### src/design/rrab_pkg.sv
`timescale 1ns / 1ps

package rrab_pkg;

	localparam int PHASE_W   = 2;
	localparam int CHAN_W    = 3;
	localparam int MASK_BITS = 6;
	localparam int IN_W      = 10;
	localparam int AVG_W     = 10;

	localparam logic [PHASE_W-1:0] PHASE_INIT   = 2'd0;
	localparam logic [PHASE_W-1:0] PHASE_CONFIG = 2'd1;
	localparam logic [PHASE_W-1:0] PHASE_SETTLE = 2'd2;
	localparam logic [PHASE_W-1:0] PHASE_READ   = 2'd3;

	localparam logic [CHAN_W-1:0]    RESET_CHANNEL = 3'd5;
	localparam logic [MASK_BITS-1:0] MASK_RESET    = 6'd32;

	// what the sequencer hands to the datapath for the current tick
	typedef struct packed {
		logic [PHASE_W-1:0] phase;
		logic [CHAN_W-1:0]  chan;
		logic               is_read;
		logic               enabled;
	} seq_tick_t;

endpackage

### src/design/rrab_ram.sv
`timescale 1ns / 1ps

module rrab_ram #(
	parameter int WIDTH = 8,
	parameter int DEPTH = 8
) (
	input  logic                                   clk,
	input  logic                                   we,
	input  logic [(DEPTH > 1 ? $clog2(DEPTH) : 1)-1:0] waddr,
	input  logic [WIDTH-1:0]                       wdata,
	input  logic                                   re,
	input  logic [(DEPTH > 1 ? $clog2(DEPTH) : 1)-1:0] raddr,
	output logic [WIDTH-1:0]                       rdata
);

	logic [WIDTH-1:0] mem_q [DEPTH];
	logic [WIDTH-1:0] rdata_q;

	always_ff @(posedge clk) begin
		if (we) begin
			mem_q[waddr] <= wdata;
		end
		if (re) begin
			rdata_q <= mem_q[raddr];
		end
	end

	assign rdata = rdata_q;

endmodule

### src/design/rrab_seq.sv
`timescale 1ns / 1ps

module rrab_seq #(
	parameter int NUM_CHANNELS = 6
) (
	input  logic                            clk,
	input  logic                            arst_n,
	input  logic                            advance,
	input  logic                            cfg_we,
	input  logic [rrab_pkg::MASK_BITS-1:0]  cfg_mask,
	output rrab_pkg::seq_tick_t             tick
);
	import rrab_pkg::*;

	logic [MASK_BITS-1:0] mask_q;
	logic [PHASE_W-1:0]   phase_q;
	logic [CHAN_W-1:0]    chan_q;

	logic [7:0]        mask_ext;
	logic [CHAN_W:0]   chan_inc;
	logic              is_read;
	logic              enabled;

	assign mask_ext = {{(8 - MASK_BITS){1'b0}}, mask_q};
	assign chan_inc = {1'b0, chan_q} + (CHAN_W + 1)'(1);
	assign is_read  = (phase_q == PHASE_READ);
	// channels past the parameter or the mask width never sample
	assign enabled  = ({1'b0, chan_q} < (CHAN_W + 1)'(NUM_CHANNELS)) && mask_ext[chan_q];

	always_ff @(posedge clk or negedge arst_n) begin
		if (!arst_n) begin
			mask_q  <= MASK_RESET;
			phase_q <= PHASE_INIT;
			chan_q  <= RESET_CHANNEL;
		end else begin
			if (cfg_we) begin
				mask_q <= cfg_mask;
			end
			if (advance) begin
				case (phase_q)
					PHASE_READ: phase_q <= PHASE_CONFIG;
					default:    phase_q <= phase_q + PHASE_W'(1);
				endcase
				if (is_read) begin
					chan_q <= (chan_inc >= (CHAN_W + 1)'(NUM_CHANNELS))
						? '0 : chan_inc[CHAN_W-1:0];
				end
			end
		end
	end

	assign tick.phase   = phase_q;
	assign tick.chan    = chan_q;
	assign tick.is_read = is_read;
	assign tick.enabled = enabled;

endmodule

### src/design/round_robin_adc_block_averager.sv
`timescale 1ns / 1ps

// channel   signals                                            direction
// cfg       cfg_valid, cfg_ready, cfg_data[5:0]                in
// in        in_valid, in_ready, sample[9:0]                    in
// out       out_valid, out_ready, phase, channel,              out
//           sample_taken, average_valid, average[9:0]
//
// one beat in per cycle unless the output stalls, result via stage 1 and stage 2;
// per-channel sum and count live in a small ram with registered read,
// read on the input beat and written back when the result is registered.
// reset clears the entry valid flops, so the ram needs no clearing pass.
// an output stall holds the middle stage; while that stage and the output
// register are full, in_ready drops in the same cycle as out_ready.
module round_robin_adc_block_averager #(
	parameter int NUM_CHANNELS        = 6,
	parameter int SAMPLES_PER_AVERAGE = 8,
	parameter int SAMPLE_BITS         = 10
) (
	input  logic                           clk,
	input  logic                           arst_n,
	input  logic                           cfg_valid,
	output logic                           cfg_ready,
	input  logic [rrab_pkg::MASK_BITS-1:0] cfg_data,
	input  logic                           in_valid,
	output logic                           in_ready,
	input  logic [rrab_pkg::IN_W-1:0]      sample,
	output logic                           out_valid,
	input  logic                           out_ready,
	output logic [rrab_pkg::PHASE_W-1:0]   phase,
	output logic [rrab_pkg::CHAN_W-1:0]    channel,
	output logic                           sample_taken,
	output logic                           average_valid,
	output logic [rrab_pkg::AVG_W-1:0]     average
);
	import rrab_pkg::*;

	localparam int CNT_W  = $clog2(SAMPLES_PER_AVERAGE + 1);
	localparam int LOG_D  = $clog2(SAMPLES_PER_AVERAGE);
	localparam int SUM_W  = SAMPLE_BITS + LOG_D;
	localparam int ENT_W  = CNT_W + SUM_W;
	localparam int AW     = (NUM_CHANNELS > 1) ? $clog2(NUM_CHANNELS) : 1;
	// exact floor division by reciprocal: m = ceil(2^(n+l) / d)
	localparam int SH     = SUM_W + LOG_D;
	localparam int RW     = SUM_W + 2;
	localparam int PW     = SH + SAMPLE_BITS;
	localparam longint unsigned RECIP =
		((64'd1 << SH) + SAMPLES_PER_AVERAGE - 1) / SAMPLES_PER_AVERAGE;

	seq_tick_t tick;
	logic      in_acc;
	logic      s1_adv;

	// stage 1: tick info while the ram read is in flight
	logic                   vld_s1_q;
	logic [PHASE_W-1:0]     phase_s1;
	logic [CHAN_W-1:0]      chan_s1;
	logic                   act_s1;
	logic                   ent_vld_s1;
	logic [AW-1:0]          addr_s1;
	logic [SAMPLE_BITS-1:0] sample_s1;

	// stage 2: output register
	logic                   out_vld_q;
	logic [PHASE_W-1:0]     phase_s2;
	logic [CHAN_W-1:0]      chan_s2;
	logic                   taken_s2;
	logic                   avg_vld_s2;
	logic [SAMPLE_BITS-1:0] avg_s2;

	logic [NUM_CHANNELS-1:0] ent_vld_q;
	logic [AW-1:0]           rd_addr;
	logic                    rd_en;
	logic [ENT_W-1:0]        rd_data;
	logic [ENT_W-1:0]        wr_data;
	logic                    wr_en;

	logic [CNT_W-1:0] cur_cnt;
	logic [SUM_W-1:0] cur_sum;
	logic             full;
	logic [RW-1:0]    recip;
	logic [PW-1:0]    prod;

	assign cfg_ready = 1'b1;
	assign in_ready  = !vld_s1_q || s1_adv;
	assign in_acc    = in_valid && in_ready;
	assign s1_adv    = vld_s1_q && (!out_vld_q || out_ready);

	rrab_seq #(
		.NUM_CHANNELS(NUM_CHANNELS)
	) u_seq (
		.clk      (clk),
		.arst_n   (arst_n),
		.advance  (in_acc),
		.cfg_we   (cfg_valid),
		.cfg_mask (cfg_data),
		.tick     (tick)
	);

	assign rd_addr = tick.chan[AW-1:0];
	assign rd_en   = in_acc && tick.is_read && tick.enabled;

	rrab_ram #(
		.WIDTH (ENT_W),
		.DEPTH (NUM_CHANNELS)
	) u_ram (
		.clk   (clk),
		.we    (wr_en),
		.waddr (addr_s1),
		.wdata (wr_data),
		.re    (rd_en),
		.raddr (rd_addr),
		.rdata (rd_data)
	);

	// an entry never written since reset reads as zero
	assign cur_cnt = ent_vld_s1 ? rd_data[ENT_W-1 -: CNT_W] : '0;
	assign cur_sum = ent_vld_s1 ? rd_data[SUM_W-1:0] : '0;
	assign full    = (cur_cnt >= CNT_W'(SAMPLES_PER_AVERAGE));
	assign recip   = RW'(RECIP);
	assign prod    = PW'(cur_sum) * PW'(recip);

	assign wr_en   = s1_adv && act_s1;
	assign wr_data = full ? '0
		: {cur_cnt + CNT_W'(1), cur_sum + SUM_W'(sample_s1)};

	always_ff @(posedge clk or negedge arst_n) begin
		if (!arst_n) begin
			vld_s1_q  <= 1'b0;
			out_vld_q <= 1'b0;
			ent_vld_q <= '0;
		end else begin
			if (in_acc) begin
				vld_s1_q <= 1'b1;
			end else if (s1_adv) begin
				vld_s1_q <= 1'b0;
			end
			if (s1_adv) begin
				out_vld_q <= 1'b1;
			end else if (out_ready) begin
				out_vld_q <= 1'b0;
			end
			if (wr_en) begin
				ent_vld_q[addr_s1] <= 1'b1;
			end
		end
	end

	always_ff @(posedge clk) begin
		if (in_acc) begin
			phase_s1   <= tick.phase;
			chan_s1    <= tick.chan;
			act_s1     <= tick.is_read && tick.enabled;
			addr_s1    <= rd_addr;
			ent_vld_s1 <= tick.is_read && tick.enabled && ent_vld_q[rd_addr];
			sample_s1  <= SAMPLE_BITS'(sample);
		end
		if (s1_adv) begin
			phase_s2   <= phase_s1;
			chan_s2    <= chan_s1;
			taken_s2   <= act_s1 && !full;
			avg_vld_s2 <= act_s1 && full;
			avg_s2     <= (act_s1 && full) ? prod[SH +: SAMPLE_BITS] : '0;
		end
	end

	assign out_valid     = out_vld_q;
	assign phase         = phase_s2;
	assign channel       = chan_s2;
	assign sample_taken  = taken_s2;
	assign average_valid = avg_vld_s2;
	assign average       = AVG_W'(avg_s2);

endmodule
### config.mk
export PLATFORM = sky130hd
export DESIGN_NAME = round_robin_adc_block_averager
export DESIGN_NICKNAME = d
export VERILOG_FILES = /design/src/design/rrab_pkg.sv /design/src/design/rrab_ram.sv /design/src/design/rrab_seq.sv /design/src/design/round_robin_adc_block_averager.sv
export SDC_FILE = /design/constraint.sdc
export NUM_CORES = 1
export LEC_CHECK = 0
export ABC_AREA = 1
export BUFFER_PORTS_ARGS = -buffer_cell sky130_fd_sc_hd__buf_4
export CAP_MARGIN = 20
export CORE_AREA = 2 2 155 96
export DETAILED_ROUTE_END_ITERATION = 16
export DIE_AREA = 0 0 157 98
export GPL_ROUTABILITY_DRIVEN = 1
export HOLD_SLACK_MARGIN = 0.06
export PLACE_DENSITY_LB_ADDON = 0.12
export SETUP_SLACK_MARGIN = 0.15
export SYNTH_ARGS = -nofsm -noshare
export SYNTH_HDL_FRONTEND = slang
export SYNTH_SLANG_ARGS = --single-unit
### constraint.sdc
create_clock -name clk -period 3.4 [get_ports clk]
set_input_delay 0.51 -clock clk [delete_from_list [all_inputs] [get_ports clk]]
set_output_delay 0.51 -clock clk [all_outputs]
set_load 0.01 [all_outputs]
==> flow_metrics.env <==
export IMPL_post_route_period_util_pct=83.2
export IMPL_synth_compound_area_share_pct=10.6
export IMPL_arrival_ns=2.97
export IMPL_yosys_mux_area_fraction_pct=0.448
export IMPL_cts_max_level=4
export IMPL_synth_fa_ha_area_share_pct=2.92
export IMPL_avgSynthCellArea_sq_um=11.9
export IMPL_slew_headroom_pct=52.9
export IMPL_synth_simple_gate_area_share_pct=12.7
export IMPL_max_freq_mhz=354
export IMPL_tightest_slew_ns=0.706
export IMPL_p_per_area_nw_per_um2=728
export IMPL_rsz0062_at_grt="no"
export IMPL_gp_congestion=0.838
export IMPL_ant_nets=0
export IMPL_crit_fanout=19
export IMPL_ys_flop_type="edfxtp_1"
export IMPL_p_comb_share_pct=25.9
export IMPL_grt_pass1_wl_microns=24200
export IMPL_path_clk_slew_ns=0.07
export IMPL_netlist_area_sq_um=7550
export IMPL_cts_hold_buffers=1
export IMPL_worstSetupPathType="reg2reg"
export IMPL_diodes=0
export IMPL_switchingPower_mw=2.06
export IMPL_placementRows=34
export IMPL_setup_viol=0
export IMPL_coreArea_sq_um=14100
export IMPL_wl_per_cell_microns=16.9
export IMPL_p_sw_share_pct=33.0
export IMPL_pwr_share_clk_pct=29.8
export IMPL_finalClockSkew_ns=0.0150
export IMPL_synth_enable_flop_cells=153
export IMPL_num_io_pins=41
export IMPL_grt_max_degree=65
export IMPL_cts_root_buf="clkbuf_16"
export IMPL_cts_tree="done"
export IMPL_fillers=1090
export IMPL_timing_final_crit_period_ns=2.83
export IMPL_synth_top_family_by_area="simple AND/OR/NAND/NOR gates"
export IMPL_post_cts_resize_count=0
export IMPL_clock_sinks=172
export IMPL_outcome="finished, final reports clean"
export IMPL_yosysWarnings=0
export IMPL_crit_required_ns=3.54
export IMPL_post_cts_buffers=0
export IMPL_hold_ws_ns=0.255
export IMPL_firstDrtPassIters=6
export IMPL_initial_core_util_pct=53.6
export IMPL_hp_class="in2reg"
export IMPL_hold_viol_final=0
export IMPL_vias=4647
export IMPL_grt_util_all_layers_pct=21.1
export IMPL_p_int_mw=4.19
export IMPL_grt_pass1_vias=4602
export IMPL_drv_cap=0
export IMPL_synth_xor_area_share_pct=0.348
export IMPL_numCtsBuffers=17
export IMPL_finalSetupTns_ns=0
export IMPL_antenna_found_initial=0
export IMPL_slew_viol_final=0
export IMPL_die_height_microns=98
export IMPL_pwr_share_seq_pct=44.3
export IMPL_area_delta_synth_final_pct=13.7
export IMPL_placedCellCount=857
export IMPL_dpl_hpwl_microns=9580
export IMPL_port_buffers=39
export IMPL_wirelength_microns=15100
export IMPL_vias_per_cell=5.22
export IMPL_die_x_microns=157
export IMPL_syn_nets=672
export IMPL_crit_path_end_kind="register"
export IMPL_async_flop_share_pct=11.0
export IMPL_clk_path_buf_depth=2
export IMPL_synth_distinct_cells=40
export IMPL_synth_seq_area_share_pct=67.2
export IMPL_drive_above_1_share_pct=18.4
export IMPL_dieArea_sq_um=15400
export IMPL_fin_nets=717
export IMPL_insertion_delay_ns=0.43
export IMPL_vdd_drop_max_mv=0.460
export IMPL_finalPower_mw=6.25
export IMPL_final_cells=890
export IMPL_grt_overflow=0
export IMPL_drcViolationCount=0
export IMPL_critPathLaunchType="register"
export IMPL_syn_inst=634
export IMPL_drt_iter0_drc=394
export IMPL_synth_seq_cells=172
export IMPL_final_core_util_pct=61.0
export IMPL_cellLeakagePower_nw=3.41
## cells in the final DEF, fill, tap and decap left out, drive strengths merged, types with 11 or more instances in the layout
cell and instances:
a21oi 11, buf 51, clkbuf 17, dfrtp 16
edfxtp 153, ha 16, inv 72, nand2 94
nand3 22, nor2 102, o21ai 72, o22a 17
o22ai 18
## per-layer routing
| metal | global-route usage [%] | up-vias | part of all wire, % | wire length [microns] |
|---|---|---|---|---|
| met5 | 0 | - | 0 | 0 |
| met4 | 6.56 | 0 | 1.3 | 191 |
| met3 | 4.57 | 15 | 5.3 | 796 |
| met2 | 32.5 | 125 | 46 | 6930 |
| met1 | 30.4 | 2219 | 47 | 7140 |
| li1 | - | 2288 | - | - |
## cell usage after synthesis, types with 2 or more instances
| cell type | count | area share [%] |
|---|---|---|
| a21oi_1 | 9 | 0.60 |
| a21oi_2 | 2 | 0.23 |
| buf_2 | 7 | 0.46 |
| buf_4 | 4 | 0.40 |
| buf_6 | 5 | 0.75 |
| buf_8 | 2 | 0.40 |
| clkbuf_1 | 7 | 0.35 |
| dfrtp_1 | 16 | 5.3 |
| dfstp_2 | 3 | 1.0 |
| edfxtp_1 | 153 | 61 |
| ha_1 | 16 | 2.7 |
| inv_1 | 63 | 3.1 |
| mux2_2 | 3 | 0.45 |
| nand2_1 | 93 | 4.6 |
| nand3_1 | 21 | 1.4 |
| nand4_1 | 3 | 0.25 |
| nor2_1 | 91 | 4.5 |
| nor2_2 | 11 | 0.91 |
| o21ai_0 | 62 | 4.1 |
| o21ai_1 | 9 | 0.60 |
| o22a_1 | 17 | 2.0 |
| o22ai_2 | 17 | 2.8 |
| or2_2 | 2 | 0.17 |
| xor2_1 | 2 | 0.23 |
## area by class of cell
cell class | count | area, sq um | share of cell area [%]
Tap cell | 198 | 248 | 2.89
Multi-Input combinational cell | 370 | 2040 | 23.8
Inverter | 66 | 250 | 2.92
Clock buffer | 17 | 425 | 4.96
Timing Repair Buffer | 52 | 393 | 4.58
Sequential cell | 172 | 5070 | 59.1
Clock inverter | 15 | 153 | 1.78
## power by group through the flow
| stage | Combinational, mW | Clock, mW | Sequential, mW |
|---|---|---|---|
| after CTS | 1.64 | 1.89 | 2.77 |
| after global placement | 1.57 | 0 | 2.81 |
| after global routing | 1.83 | 2.00 | 2.79 |
| after detailed placement | 1.63 | 0 | 2.81 |
| final | 1.62 | 1.86 | 2.77 |
| after floorplan | 1.29 | 0 | 2.77 |
## logic make-up (layout without fill, tap and decap cells)
| logic type | Yosys count | count (layout) |
|---|---|---|
| AOI/OAI and AO/OA | 119 | 119 |
| xor gates and xnor gates | 3 | 3 |
| adders and majority gates | 17 | 17 |
| buffers and inverters | 92 | 150 |
| DFF | 172 | 172 |
| muxes | 3 | 3 |
| other | 1 | 1 |
| and+or+nand+nor | 227 | 227 |
## state kept, by name, indices dropped and copies added, names as in the netlist
register	cells
act_s1	1
u_seq.mask_q	6
u_ram.mem_q	102
ent_vld_q	6
u_ram.rdata	17
ent_vld_s1	1
average_valid	1
u_seq.phase_q	2
u_seq.chan_q	3
vld_s1_q	1
channel	3
sample_taken	1
phase_s1	2
addr_s1	3
phase	2
average	10
sample_s1	10
out_valid	1
## final timing paths
path,start,endpoint,slack [ns],cells after the start
max,ent_vld_s1$_DFFE_PP_,u_ram.mem_q[2][4]$_DFFE_PP_,0.57,10
min,sample[6],sample_s1[6]$_DFFE_PP_,0.26,1
max reg2reg,ent_vld_s1$_DFFE_PP_,u_ram.mem_q[2][4]$_DFFE_PP_,0.57,10
min reg2reg,phase_s1[1]$_DFFE_PP_,phase[1]$_DFFE_PP_,0.42,0
max in group asynchronous,arst_n,u_seq.mask_q[5]$_DFFE_PN1P_,2.65,2
min in group asynchronous,arst_n,u_seq.chan_q[1]$_DFFE_PN0P_,0.48,2
## worst max-delay path, cell delays in order (launching register included)
cell and delay [ns]:
edfxtp_1 0.78, nand2_1 0.11, inv_1 0.08, ha_1 0.20
inv_1 0.07, fa_1 0.36, inv_1 0.13, nand3_1 0.08
nand2_1 0.17, nor2_1 0.06, nor3b_1 0.51
## per-stage QoR
step	worst slack, ns	area (sq um)
after floorplan	0.766	7550
after global placement	0.790	8000
after detailed placement	0.659	8000
after CTS	0.642	8580
after global routing	0.334	8580
final	0.571	8580
No activity file was read; power rests on OpenSTA's default activity.
